[config.mk]
export PLATFORM = sky130hd
export DESIGN_NAME = sensor_scale_and_window_average_flat
export DESIGN_NICKNAME = d
export VERILOG_FILES = /design/src/design/swa_pkg.sv /design/src/design/swa_in_if.sv /design/src/design/swa_out_if.sv /design/src/design/swa_cell.sv /design/src/design/swa_window.sv /design/src/design/sensor_scale_and_window_average.sv /design/src/flat_wrapper.sv
export SDC_FILE = /design/constraint.sdc
export NUM_CORES = 2
export LEC_CHECK = 0
export ABC_CLOCK_PERIOD_IN_PS = 8400
export BUFFER_PORTS_ARGS = -buffer_cell sky130_fd_sc_hd__buf_2
export CORE_MARGIN = 3
export CORE_UTILIZATION = 35
export CTS_CLUSTER_DIAMETER = 200
export CTS_CLUSTER_SIZE = 10
export DETAILED_ROUTE_END_ITERATION = 10
export PLACE_DENSITY_LB_ADDON = 0.05
export SYNTH_ARGS = -nofsm -noshare
export SYNTH_HDL_FRONTEND = slang
export SYNTH_SLANG_ARGS = --single-unit
[constraint.sdc]
create_clock -name clk -period 8.4 [get_ports clk]
set_clock_uncertainty 0.2 [all_clocks]
set_input_delay 1.26 -clock clk [delete_from_list [all_inputs] [get_ports clk]]
set_output_delay 1.26 -clock clk [all_outputs]
set_load 0.01 [all_outputs]
[src/design/swa_pkg.sv]
// shared types and constants for the sensor scale and window average block
`default_nettype none

package swa_pkg;

  // sensor source codes carried on the input channel
  typedef enum logic [1:0] {
    SRC_CONFIG  = 2'd0,
    SRC_BATTERY = 2'd1,
    SRC_LIGHT   = 2'd2,
    SRC_NONE    = 2'd3
  } src_t;

  // configuration register indexes
  typedef enum logic [1:0] {
    CFG_BATTERY_SCALE = 2'd0,
    CFG_VOLTAGE_SCALE = 2'd1,
    CFG_CAL_VALID     = 2'd2,
    CFG_BATTERY_OFS   = 2'd3
  } cfg_idx_t;

  localparam int COUNT_W  = 12;
  localparam int SCALE_W  = 20;
  localparam int VALUE_W  = 16;
  localparam int OFS_W    = 16;
  localparam int CFG_W    = 20;
  localparam int FRAC_W   = 16;

  localparam logic [SCALE_W-1:0] BATTERY_SCALE_RST = 20'd103070;
  localparam logic [SCALE_W-1:0] VOLTAGE_SCALE_RST = 20'd400000;
  localparam logic [VALUE_W-1:0] VALUE_MAX         = 16'hFFFF;

  // window bookkeeping handed from a window to the top level
  typedef struct packed {
    logic filled;
  } win_stat_t;

endpackage

`default_nettype wire

[src/design/swa_in_if.sv]
// input channel: sensor source and raw converter count
`default_nettype none

interface swa_in_if;
  logic        valid;
  logic        ready;
  logic [1:0]  source;
  logic [11:0] raw_counts;

  modport src (output valid, output source, output raw_counts, input ready);
  modport snk (input valid, input source, input raw_counts, output ready);
endinterface

`default_nettype wire

[src/design/swa_out_if.sv]
// result channel: scaled value, window mean and fill flag
`default_nettype none

interface swa_out_if;
  logic        valid;
  logic        ready;
  logic [15:0] scaled_value;
  logic [15:0] window_mean;
  logic        mean_valid;

  modport src (output valid, output scaled_value, output window_mean, output mean_valid,
               input ready);
  modport snk (input valid, input scaled_value, input window_mean, input mean_valid,
               output ready);
endinterface

`default_nettype wire

[src/design/swa_cell.sv]
// one window entry: takes its neighbor's sample on every shift
`default_nettype none

module swa_cell (
  input  wire logic        clk,
  input  wire logic        rst_n,
  input  wire logic        shift,
  input  wire logic [15:0] d,
  output logic      [15:0] q
);

  logic [15:0] entry_r;

  // entry register, cleared by reset
  always_ff @(posedge clk) begin
    if (!rst_n) begin
      entry_r <= '0;
    end else if (shift) begin
      entry_r <= d;
    end
  end

  assign q = entry_r;

endmodule

`default_nettype wire

[src/design/swa_window.sv]
// boxcar window: a row of cells, a running sum and a fill counter
`default_nettype none

module swa_window #(
  parameter int WINDOW_LENGTH = 10,
  parameter int SUM_W         = 20
) (
  input  wire logic                 clk,
  input  wire logic                 rst_n,
  input  wire logic                 push,
  input  wire logic [15:0]          din,
  output logic      [SUM_W-1:0]     sum,
  output swa_pkg::win_stat_t        stat
);

  localparam int CNT_W = $clog2(WINDOW_LENGTH + 1);
  localparam logic [CNT_W-1:0] FULL_CNT = CNT_W'(WINDOW_LENGTH);

  logic [15:0]      tap [WINDOW_LENGTH];
  logic [SUM_W-1:0] sum_r;
  logic [SUM_W-1:0] sum_nxt;
  logic [CNT_W-1:0] cnt_r;

  // chain of cells, newest sample enters cell zero
  for (genvar i = 0; i < WINDOW_LENGTH; i++) begin : g_cell
    if (i == 0) begin : g_head
      swa_cell u_cell (.clk(clk), .rst_n(rst_n), .shift(push), .d(din), .q(tap[i]));
    end else begin : g_body
      swa_cell u_cell (.clk(clk), .rst_n(rst_n), .shift(push), .d(tap[i-1]), .q(tap[i]));
    end
  end

  // running sum drops the oldest sample and adds the new one
  assign sum_nxt = sum_r - SUM_W'(tap[WINDOW_LENGTH-1]) + SUM_W'(din);

  always_ff @(posedge clk) begin
    if (!rst_n) begin
      sum_r <= '0;
      cnt_r <= '0;
    end else if (push) begin
      sum_r <= sum_nxt;
      if (cnt_r != FULL_CNT) begin
        cnt_r <= cnt_r + CNT_W'(1);
      end
    end
  end

  assign sum         = sum_r;
  assign stat.filled = (cnt_r == FULL_CNT);

endmodule

`default_nettype wire

[src/design/sensor_scale_and_window_average.sv]
// top level: per-source scaling, calibration, boxcar windows and mean
//
//  channel  dir   signals                                          transfer when
//  in_ch    in    source[2], raw_counts[12]                        valid & ready
//  out_ch   out   scaled_value[16], window_mean[16], mean_valid    valid & ready
//  cfg      in    cfg_we, cfg_index[2], cfg_wdata[20]              cfg_we high
//
// one item per cycle unless the output stalls; results pass stage registers a to d
// stages: scale multiply, calibrate and clamp, window push, mean by reciprocal multiply
// the rate is set by the running-sum register of each window, updated once per push
// reset is synchronous active low and clears the windows, sums and fill counters at once
// each stage holds when the one after it is full and stalled; bubbles close up
`default_nettype none

module sensor_scale_and_window_average #(
  parameter int WINDOW_LENGTH = 10
) (
  input  wire logic          clk,
  input  wire logic          rst_n,
  swa_in_if.snk              in_ch,
  swa_out_if.src             out_ch,
  input  wire logic          cfg_we,
  input  wire logic [1:0]    cfg_index,
  input  wire logic [19:0]   cfg_wdata
);

  localparam int SUM_W = $clog2(WINDOW_LENGTH * 65535 + 1);
  localparam int K     = SUM_W + $clog2(WINDOW_LENGTH);
  localparam logic [63:0] RECIP_FULL =
    ((64'd1 << K) + 64'(WINDOW_LENGTH) - 64'd1) / 64'(WINDOW_LENGTH);
  localparam logic [K-1:0] RECIP = RECIP_FULL[K-1:0];

  // configuration registers
  logic [swa_pkg::SCALE_W-1:0] bat_scale_r;
  logic [swa_pkg::SCALE_W-1:0] volt_scale_r;
  logic                        cal_valid_r;
  logic [swa_pkg::OFS_W-1:0]   bat_ofs_r;

  always_ff @(posedge clk) begin
    if (!rst_n) begin
      bat_scale_r  <= swa_pkg::BATTERY_SCALE_RST;
      volt_scale_r <= swa_pkg::VOLTAGE_SCALE_RST;
      cal_valid_r  <= 1'b0;
      bat_ofs_r    <= '0;
    end else if (cfg_we) begin
      unique case (swa_pkg::cfg_idx_t'(cfg_index))
        swa_pkg::CFG_BATTERY_SCALE: bat_scale_r  <= cfg_wdata;
        swa_pkg::CFG_VOLTAGE_SCALE: volt_scale_r <= cfg_wdata;
        swa_pkg::CFG_CAL_VALID:     cal_valid_r  <= cfg_wdata[0];
        swa_pkg::CFG_BATTERY_OFS:   bat_ofs_r    <= cfg_wdata[swa_pkg::OFS_W-1:0];
        default: ;
      endcase
    end
  end

  // stage valids and enables
  logic va_r, vb_r, vc_r, vd_r;
  logic en_a, en_b, en_c, en_d;

  assign en_d = !vd_r || out_ch.ready;
  assign en_c = !vc_r || en_d;
  assign en_b = !vb_r || en_c;
  assign en_a = !va_r || en_b;
  assign in_ch.ready = en_a;

  always_ff @(posedge clk) begin
    if (!rst_n) begin
      va_r <= 1'b0;
      vb_r <= 1'b0;
      vc_r <= 1'b0;
      vd_r <= 1'b0;
    end else begin
      if (en_a) va_r <= in_ch.valid;
      if (en_b) vb_r <= va_r;
      if (en_c) vc_r <= vb_r;
      if (en_d) vd_r <= vc_r;
    end
  end

  // stage a: scale multiply, fraction dropped
  swa_pkg::src_t               src_in;
  logic [swa_pkg::SCALE_W-1:0] factor;
  logic [31:0]                 prod_full;
  swa_pkg::src_t               src_a_r;
  logic [swa_pkg::VALUE_W-1:0] prod_a_r;

  assign src_in    = swa_pkg::src_t'(in_ch.source);
  assign factor    = (src_in == swa_pkg::SRC_BATTERY) ? bat_scale_r : volt_scale_r;
  assign prod_full = 32'(in_ch.raw_counts) * 32'(factor);

  always_ff @(posedge clk) begin
    if (en_a && in_ch.valid) begin
      src_a_r  <= src_in;
      prod_a_r <= prod_full[swa_pkg::FRAC_W +: swa_pkg::VALUE_W];
    end
  end

  // stage b: calibration offset and clamp for battery samples; no-source values are zeroed
  logic signed [17:0]          cal_sum;
  logic [swa_pkg::VALUE_W-1:0] value_nxt;
  swa_pkg::src_t               src_b_r;
  logic [swa_pkg::VALUE_W-1:0] value_b_r;

  assign cal_sum = $signed({2'b00, prod_a_r}) + 18'(signed'(bat_ofs_r));

  always_comb begin
    value_nxt = prod_a_r;
    unique case (src_a_r)
      swa_pkg::SRC_BATTERY: begin
        if (cal_valid_r) begin
          if (cal_sum < 0) begin
            value_nxt = '0;
          end else if (cal_sum > 18'sd65535) begin
            value_nxt = swa_pkg::VALUE_MAX;
          end else begin
            value_nxt = cal_sum[swa_pkg::VALUE_W-1:0];
          end
        end
      end
      swa_pkg::SRC_NONE: value_nxt = '0;
      default: value_nxt = prod_a_r;
    endcase
  end

  always_ff @(posedge clk) begin
    if (en_b && va_r) begin
      src_b_r   <= src_a_r;
      value_b_r <= value_nxt;
    end
  end

  // stage c: push into the source's window
  logic               push_bat, push_lgt;
  logic [SUM_W-1:0]   bat_sum, lgt_sum;
  swa_pkg::win_stat_t bat_stat, lgt_stat;
  swa_pkg::src_t      src_c_r;
  logic [swa_pkg::VALUE_W-1:0] value_c_r;

  assign push_bat = vb_r && en_c && (src_b_r == swa_pkg::SRC_BATTERY);
  assign push_lgt = vb_r && en_c && (src_b_r == swa_pkg::SRC_LIGHT);

  swa_window #(.WINDOW_LENGTH(WINDOW_LENGTH), .SUM_W(SUM_W)) u_bat_win (
    .clk(clk), .rst_n(rst_n), .push(push_bat), .din(value_b_r),
    .sum(bat_sum), .stat(bat_stat)
  );

  swa_window #(.WINDOW_LENGTH(WINDOW_LENGTH), .SUM_W(SUM_W)) u_lgt_win (
    .clk(clk), .rst_n(rst_n), .push(push_lgt), .din(value_b_r),
    .sum(lgt_sum), .stat(lgt_stat)
  );

  always_ff @(posedge clk) begin
    if (en_c && vb_r) begin
      src_c_r   <= src_b_r;
      value_c_r <= value_b_r;
    end
  end

  // stage d: mean as sum times reciprocal, into the output register
  logic [SUM_W-1:0]            sel_sum;
  logic                        sel_filled;
  logic                        has_win;
  logic [SUM_W+K-1:0]          mean_prod;
  logic [swa_pkg::VALUE_W-1:0] value_d_r;
  logic [swa_pkg::VALUE_W-1:0] mean_d_r;
  logic                        mvalid_d_r;

  always_comb begin
    sel_sum    = '0;
    sel_filled = 1'b0;
    has_win    = 1'b0;
    unique case (src_c_r)
      swa_pkg::SRC_BATTERY: begin
        sel_sum    = bat_sum;
        sel_filled = bat_stat.filled;
        has_win    = 1'b1;
      end
      swa_pkg::SRC_LIGHT: begin
        sel_sum    = lgt_sum;
        sel_filled = lgt_stat.filled;
        has_win    = 1'b1;
      end
      default: has_win = 1'b0;
    endcase
  end

  assign mean_prod = (SUM_W+K)'(sel_sum) * (SUM_W+K)'(RECIP);

  always_ff @(posedge clk) begin
    if (en_d && vc_r) begin
      value_d_r  <= value_c_r;
      mean_d_r   <= has_win ? mean_prod[K +: swa_pkg::VALUE_W] : '0;
      mvalid_d_r <= has_win && sel_filled;
    end
  end

  assign out_ch.valid        = vd_r;
  assign out_ch.scaled_value = value_d_r;
  assign out_ch.window_mean  = mean_d_r;
  assign out_ch.mean_valid   = mvalid_d_r;

endmodule

`default_nettype wire

[src/flat_wrapper.sv]
// flat-port wrapper written by rule: the top's interface ports become plain ports
module sensor_scale_and_window_average_flat 
#(
  parameter int WINDOW_LENGTH = 10
)
  (clk, rst_n, cfg_we, cfg_index, cfg_wdata, in_ch_valid, in_ch_source, in_ch_raw_counts, in_ch_ready, out_ch_valid, out_ch_scaled_value, out_ch_window_mean, out_ch_mean_valid, out_ch_ready);
  swa_in_if in_ch_i ();
  swa_out_if out_ch_i ();
  input  wire logic clk;
  input  wire logic rst_n;
  input  wire logic cfg_we;
  input  wire logic [1:0] cfg_index;
  input  wire logic [19:0] cfg_wdata;
  input wire logic [$bits(in_ch_i.valid)-1:0] in_ch_valid;
  input wire logic [$bits(in_ch_i.source)-1:0] in_ch_source;
  input wire logic [$bits(in_ch_i.raw_counts)-1:0] in_ch_raw_counts;
  output wire logic [$bits(in_ch_i.ready)-1:0] in_ch_ready;
  output wire logic [$bits(out_ch_i.valid)-1:0] out_ch_valid;
  output wire logic [$bits(out_ch_i.scaled_value)-1:0] out_ch_scaled_value;
  output wire logic [$bits(out_ch_i.window_mean)-1:0] out_ch_window_mean;
  output wire logic [$bits(out_ch_i.mean_valid)-1:0] out_ch_mean_valid;
  input wire logic [$bits(out_ch_i.ready)-1:0] out_ch_ready;
  assign in_ch_i.valid = in_ch_valid;
  assign in_ch_i.source = in_ch_source;
  assign in_ch_i.raw_counts = in_ch_raw_counts;
  assign in_ch_ready = in_ch_i.ready;
  assign out_ch_valid = out_ch_i.valid;
  assign out_ch_scaled_value = out_ch_i.scaled_value;
  assign out_ch_window_mean = out_ch_i.window_mean;
  assign out_ch_mean_valid = out_ch_i.mean_valid;
  assign out_ch_i.ready = out_ch_ready;
  sensor_scale_and_window_average #(.WINDOW_LENGTH(WINDOW_LENGTH)) u_core (.clk(clk), .rst_n(rst_n), .in_ch(in_ch_i), .out_ch(out_ch_i), .cfg_we(cfg_we), .cfg_index(cfg_index), .cfg_wdata(cfg_wdata));
endmodule
Word-level counts from Yosys, hierarchy flattened --
Index checks and enable logic that the tools add are counted.
Word-level totals: logic and storage cells 97, output and inout bits 35, input bits 41, register bits after elaboration 516
Cells by class: magnitude comparators 2, reductions and logical operators 23, equality and inequality tests 14, add/subtract/negate cells 7, multipliers 2, mux-type cells 8
Operator list (number):
- $mux 16 | 3
- $add 20x16->20 | 2
- $pmux 20 s2 | 1
- $sub 20x16->20 | 2
- $mul 20x20->39 const B | 1
- $mul 12x20->32 | 1
- $pmux 16 s2 | 1
- $mux 20 | 1
- $add 17x16->18 | 1
- $gt 18x17->1 const B | 1
- $lt 18x1->1 const B | 1
- $reduce_and 2->1 | 6
- $eq 2x1->1 const B | 5
- $eq 2x2->1 const B | 5
- $add 4x1->4 const B | 2
- $eq 4x4->1 const B | 2
- $ne 4x4->1 const B | 2
- $logic_and 1x1->1 | 7
- $logic_not 1->1 | 4
- $logic_or 1x1->1 | 4
- $logic_not 2->1 | 1
- $pmux 1 s2 | 1
- $reduce_or 2->1 | 1
- $mux 1 | 1

Logic depth before layout (Yosys ltp) --
depth after elaboration 6, mapped depth 32, mapped depth without buffers 29

By module --
Synthesis repeated with hierarchy kept, for this count alone.
Unflattened totals: cell total of the unflattened synthesis 3688, area, all modules 37498.5 µm²
By module, submodules not included:
- sensor_scale_and_window_average | times used 1, area each 20171.8 µm², cells an instance 2048, seq. area each 3833.7 µm²
- swa_cell | times used 20, area each 615.6 µm², cells an instance 51, seq. area each 320.3 µm²
- swa_window (u_core.u_lgt_win) | times used 1, area each 2567.5 µm², cells an instance 323, seq. area each 480.5 µm²
- swa_window (u_core.u_bat_win) | times used 1, area each 2447.3 µm², cells an instance 297, seq. area each 480.5 µm²

Worst setup path before layout --
OpenSTA, ideal clock, no wires.
path kind input to register, start point input in_ch_source[0], end point register u_core.prod_a_r[15] (netlist bit), data pin, data arrival time 7.038 ns, stages 25, setup time 0.260 ns, required time 7.940 ns, path buffers 3, slack 0.903 ns, cell sequence nor2b_4 -> buf_6 -> clkbuf_1 -> mux2_2 -> clkbuf_1 -> and2_1 -> fa_1 -> inv_1 -> fa_1 -> inv_1 -> fa_1 -> inv_1 -> fa_1 -> inv_1 -> fa_1 -> ha_1 -> a211oi_1 -> o211ai_1 -> o21ai_2 -> a21oi_1 -> a41o_1 -> a221oi_4 -> o2111ai_2 -> a21oi_2 -> xnor2_1
Between the ends: longest elaborated chain between the ends 3
RTL lines:
- start: declaration | line flat_wrapper.sv:15 | input wire logic [$bits(in_ch_i.source)-1:0] in_ch_source;
- $eq 2x1->1 | line sensor_scale_and_window_average.sv:88 | assign factor = (src_in == swa_pkg::SRC_BATTERY) ? bat_scale_r : volt_scale_r;
- $mux 20 | line sensor_scale_and_window_average.sv:88
- $mul 12x20->32 | line sensor_scale_and_window_average.sv:89 | assign prod_full = 32'(in_ch.raw_counts) * 32'(factor);
- net u_core.prod_full[31] | line sensor_scale_and_window_average.sv:83 | logic [31:0] prod_full;
- end signal: assignment | line sensor_scale_and_window_average.sv:94 | prod_a_r <= prod_full[swa_pkg::FRAC_W +: swa_pkg::VALUE_W];
- end: declaration | line sensor_scale_and_window_average.sv:85 | logic [swa_pkg::VALUE_W-1:0] prod_a_r;
The timed path passes the listed nets, and every way through them passes these cells. A chain may end at the register's enable or synchronous reset.

Worst setup path in the final report --
start point register u_core.src_c_r[1], end point register u_core.mean_d_r (netlist bit u_core.out_ch.window_mean[15]), data pin
Between the ends: longest elaborated chain between the ends 3, elaborated cells between the ends (all ways) 6, those cells by class mul (1); eq/ne (2); mux (2); reduce/logical (1)
RTL lines:
- start: declaration | line sensor_scale_and_window_average.sv:136 | swa_pkg::src_t src_c_r;
- start signal: assignment | line sensor_scale_and_window_average.sv:154 | src_c_r <= src_b_r;
- $eq 2x2->1 / $eq 2x1->1 (equally long branches) | line sensor_scale_and_window_average.sv:172 | unique case (src_c_r)
- $pmux 20 s2 / $reduce_or 2->1 (equally long branches)
- $mul 20x20->39 / $mux 1 (equally long branches) | line sensor_scale_and_window_average.sv:187, sensor_scale_and_window_average.sv:172
- end signal: assignment | line sensor_scale_and_window_average.sv:192 | mean_d_r <= has_win ? mean_prod[K +: swa_pkg::VALUE_W] : '0;
- end: declaration | line sensor_scale_and_window_average.sv:165 | logic [swa_pkg::VALUE_W-1:0] mean_d_r;
Parallel ways exist; a longest one is shown, timed or not.

==> reports/qor.csv <==
stage;metric;value;unit
floorplanning;die_x;329;um
power_and_ir_drop;leakage;17.6;nW
timing;setup_viol;0;
power_and_ir_drop;peakVddDrop;0.158;mV
placed_design;io_buffers;75;
drt;drt_iter0_markers;1169;
synth;synth-edff-count;87;
clocking;holdBufCountCts;0;
cells_and_area;fin_cells;5415;
synth;yosysTopAreaCell;dfxtp_1;
timing;max-slew-margin-rel;20.9;%
floorplanning;die_y;329;um
cells_and_area;syn_to_final_growth;9.61;%
drt;wl;94700;um
drt;num_vias;25500;
synth;synthCells;4035;
power_and_ir_drop;p_total;7.41;mW
critical_path;slowest_stage;fa_1;
synth;synth.distinct_cells;72;
synth;dominantRegCellSynth;dfxtp_1;
drt;viasPerCell;4.71;
synth;avgSynthCellArea;9.03;um^2
clocking;clkTransAtPathRegs;0.08;ns
clocking;htree_num_levels;2;
synth;synth_top_area_share;23.6;%
global_route;grt_usage;17.9;%
global_route;grt_first_pass_wirelength;152000;um
synth;ys_warn_count;0;
timing;rsz0062_at_grt;false;
critical_path;worstPathCellList;ha_1 -> or2_2 -> inv_1 -> ha_1 -> ha_1 -> fa_1 -> fa_1 -> fa_1 -> fa_1 -> inv_1 -> fa_1 -> inv_1 -> ha_1 -> nand4_1 -> nor3_1 -> nand4_1 -> and3_1 -> buf_12 -> o21ba_2 -> o21ai_1 -> a221oi_1 -> o21ba_1 -> xnor2_1 -> nor2_1;
cells_and_area;nFillCells;10600;
critical_path;end_kind;flop;
floorplanning;die_area;108000;um^2
clocking;clk_latency;0.67;ns
drt;drc;0;
timing;period_minus_slack;7.78;ns
clocking;clock-sinks;516;
critical_path;crit_top_cell;fa_1;
cells_and_area;drive_gt1_share;6.10;%
synth;synth_fp_nets;4742;
drt;wl_per_cell;17.5;um
floorplanning;start_util;35.6;%
floorplanning;ioPinCount;76;
placed_design;placed_cells;5339;
timing;finalMaxSlewViolations;0;
synth;async_reset_ff_share;0;%
timing;worst_pin_slew;1.18;ns
drt;first_pass_iters;5;
synth;synthesis.area;36400;um^2
timing;period_share;92.6;%
cells_and_area;antenna_cells;0;
timing;finalHoldViolCount;0;
floorplanning;core-area;102000;um^2
critical_path;cp.arrival;8.01;ns
synth;yosys-top-cells-area;dfxtp_1 24%, fa_1 19%, ha_1 11%, nand2_1 10%, a21boi_0 7.7%;
clocking;cts_resized;0;
critical_path;worst_ep_required_time;8.63;ns
run;drv_cap;0;
cells_and_area;nets;4737;
global_route;grt_pass1_vias;26500;
drt;ant_nets;0;
outcome;status;finished clean;
synth;yosysSeqAreaShare;30.7;%
synth;ys_ff_latch;516;
timing;hold_ws;0.217;ns
global_route;grt_max_degree;191;
clocking;tritoncts;done;
cells_and_area;utilization;39.0;%
placed_design;dp_hpwl;69500;um
worst_hold_path;hp-class;flop to flop;
floorplanning;rows;117;
clocking;cts_setup_buffers;0;
critical_path;critPathKind;flop to flop;
global_route;grt_remaining_overflow;0;
power_and_ir_drop;power_density;185;nW/um^2
clocking;cts-root-buf;clkbuf_16;
clocking;cts.path.max_buffers;3;
critical_path;cpPeakStageDelay;0.58;ns
global_route;antenna_found_initial;2;
timing;max_freq;0.129;GHz
placed_design;place.gp.congestion;0.827;
critical_path;cp-start-kind;flop;
clocking;cts-buffers-inserted;57;
timing;setup_tns;0;ns
critical_path;critPathMaxFanout;15;
-- registers in the layout, summed over array words and instances (netlist names), 2 cells and up --
name	cells
u_core.u_lgt_win.cnt_r	4
u_core.u_lgt_win.sum	20
u_core.src_c_r	2
u_core.bat_ofs_r	16
u_core.value_b_r	16
u_core.out_ch.scaled_value	16
u_core.u_bat_win.g_cell.g_head.u_cell.q	16
u_core.u_lgt_win.g_cell.g_head.u_cell.q	16
u_core.out_ch.window_mean	16
u_core.bat_scale_r	20
u_core.prod_a_r	16
u_core.src_b_r	2
u_core.u_bat_win.cnt_r	4
u_core.value_c_r	16
u_core.u_bat_win.sum	20
u_core.u_bat_win.g_cell.g_body.u_cell.q	144
u_core.volt_scale_r	20
u_core.src_a_r	2
u_core.u_lgt_win.g_cell.g_body.u_cell.q	144
-- per-layer routing --
layer  vias up  wire length (um)  track usage, %
met5         -                 0               0
met4         0              2140            4.28
met3       100              2290            2.02
met2       235             45500            31.0
met1     12300             44800            23.9
li1      12900                 -               -
-- logic make-up (layout without fill, tap and decap cells) --
| logic type | after synthesis | after routing | synth area share, % |
|---|---|---|---|
| simple gates | 1343 | 1343 | 15.6 |
| buf+inv | 709 | 721 | 7.33 |
| compound gates | 677 | 677 | 13.3 |
| fa+ha+maj | 666 | 666 | 29.9 |
| flops | 516 | 516 | 30.7 |
| xor+xnor | 102 | 102 | 2.45 |
| mux | 22 | 22 | 0.683 |
-- placed cells by master (no fill, tap or decap), types with 44 or more instances in the layout --
master	instances
a21o_1	53
nor2_1	65
nand2_1	1014
buf_4	51
a21oi_1	64
fa_1	341
dfxtp_1	429
and2_1	106
buf_2	74
nand3_1	44
a21boi_0	372
ha_1	325
inv_1	511
edfxtp_1	87
clkbuf_16	58
xnor2_1	64
-- cell usage after synthesis (12+ instances only) --
| master | number |
|---|---|
| mux2_2 | 19 |
| and2_1 | 106 |
| clkbuf_1 | 184 |
| nand3_1 | 44 |
| xor2_1 | 38 |
| fa_1 | 341 |
| nand2_1 | 1014 |
| dfxtp_1 | 429 |
| nand2b_1 | 12 |
| o21ai_0 | 43 |
| o21bai_1 | 13 |
| xnor2_1 | 64 |
| a211oi_1 | 12 |
| a21boi_0 | 372 |
| a22oi_1 | 34 |
| nor2b_1 | 17 |
| inv_1 | 511 |
| a21oi_1 | 65 |
| a21o_1 | 53 |
| edfxtp_1 | 87 |
| nand4_1 | 13 |
| o21ai_1 | 19 |
| or2_2 | 13 |
| nor3_1 | 18 |
| nor2_1 | 65 |
| ha_1 | 325 |
-- final cells by class --
type | instances | area (um^2) | share of cell area [%]
clock inverters | 3 | 90.1 | 0.226
flip-flops and latches | 516 | 11200 | 28.0
repair buffers | 133 | 908 | 2.27
multi-input cells | 2810 | 22600 | 56.6
inverters | 512 | 1920 | 4.81
clock buffers | 73 | 1510 | 3.77
well taps | 1368 | 1710 | 4.29
-- report_power, final --
group / switching (mW) / internal [mW]
registers: 0.0814 / 2.68
logic: 1.34 / 1.01
clock network: 1.05 / 1.25
total: 2.47 / 4.94
-- critical path: cells and delay by family, from the launching register on --
family,cells,cell delay [ns]
adder cells (fa/ha/maj),9,4.09
AND/OR/NAND/NOR,6,1.46
flip-flops,1,0.40
XOR/XNOR,1,0.15
AO/OA/AOI/OAI,4,0.80
buffers and inverters,4,0.41
-- stage by stage --
| step | worst slack, ns | instance area [um^2] |
|---|---|---|
| 3_3_place_gp | 0.558 | 38300 |
| 5_1_grt | 0.178 | 39900 |
| 3_5_place_dp | 0.480 | 38300 |
| 6_report | 0.625 | 39900 |
| 4_1_cts | 0.563 | 39900 |
| 2_1_floorplan | 0.903 | 36400 |
-- worst paths after layout --
kind	slack, ns	depth (start not counted)	from	endpoint
hold / removal	0.22	0	u_core.value_c_r[9]$_DFFE_PP_	u_core.out_ch.scaled_value[9]$_DFFE_PP_
setup / recovery	0.62	24	u_core.src_c_r[1]$_DFFE_PP_	u_core.out_ch.window_mean[15]$_SDFFCE_PN0P_
hold reg to reg	0.22	0	u_core.value_c_r[9]$_DFFE_PP_	u_core.out_ch.scaled_value[9]$_DFFE_PP_
setup reg to reg	0.62	24	u_core.src_c_r[1]$_DFFE_PP_	u_core.out_ch.window_mean[15]$_SDFFCE_PN0P_
(Power assumes the default switching activity.)
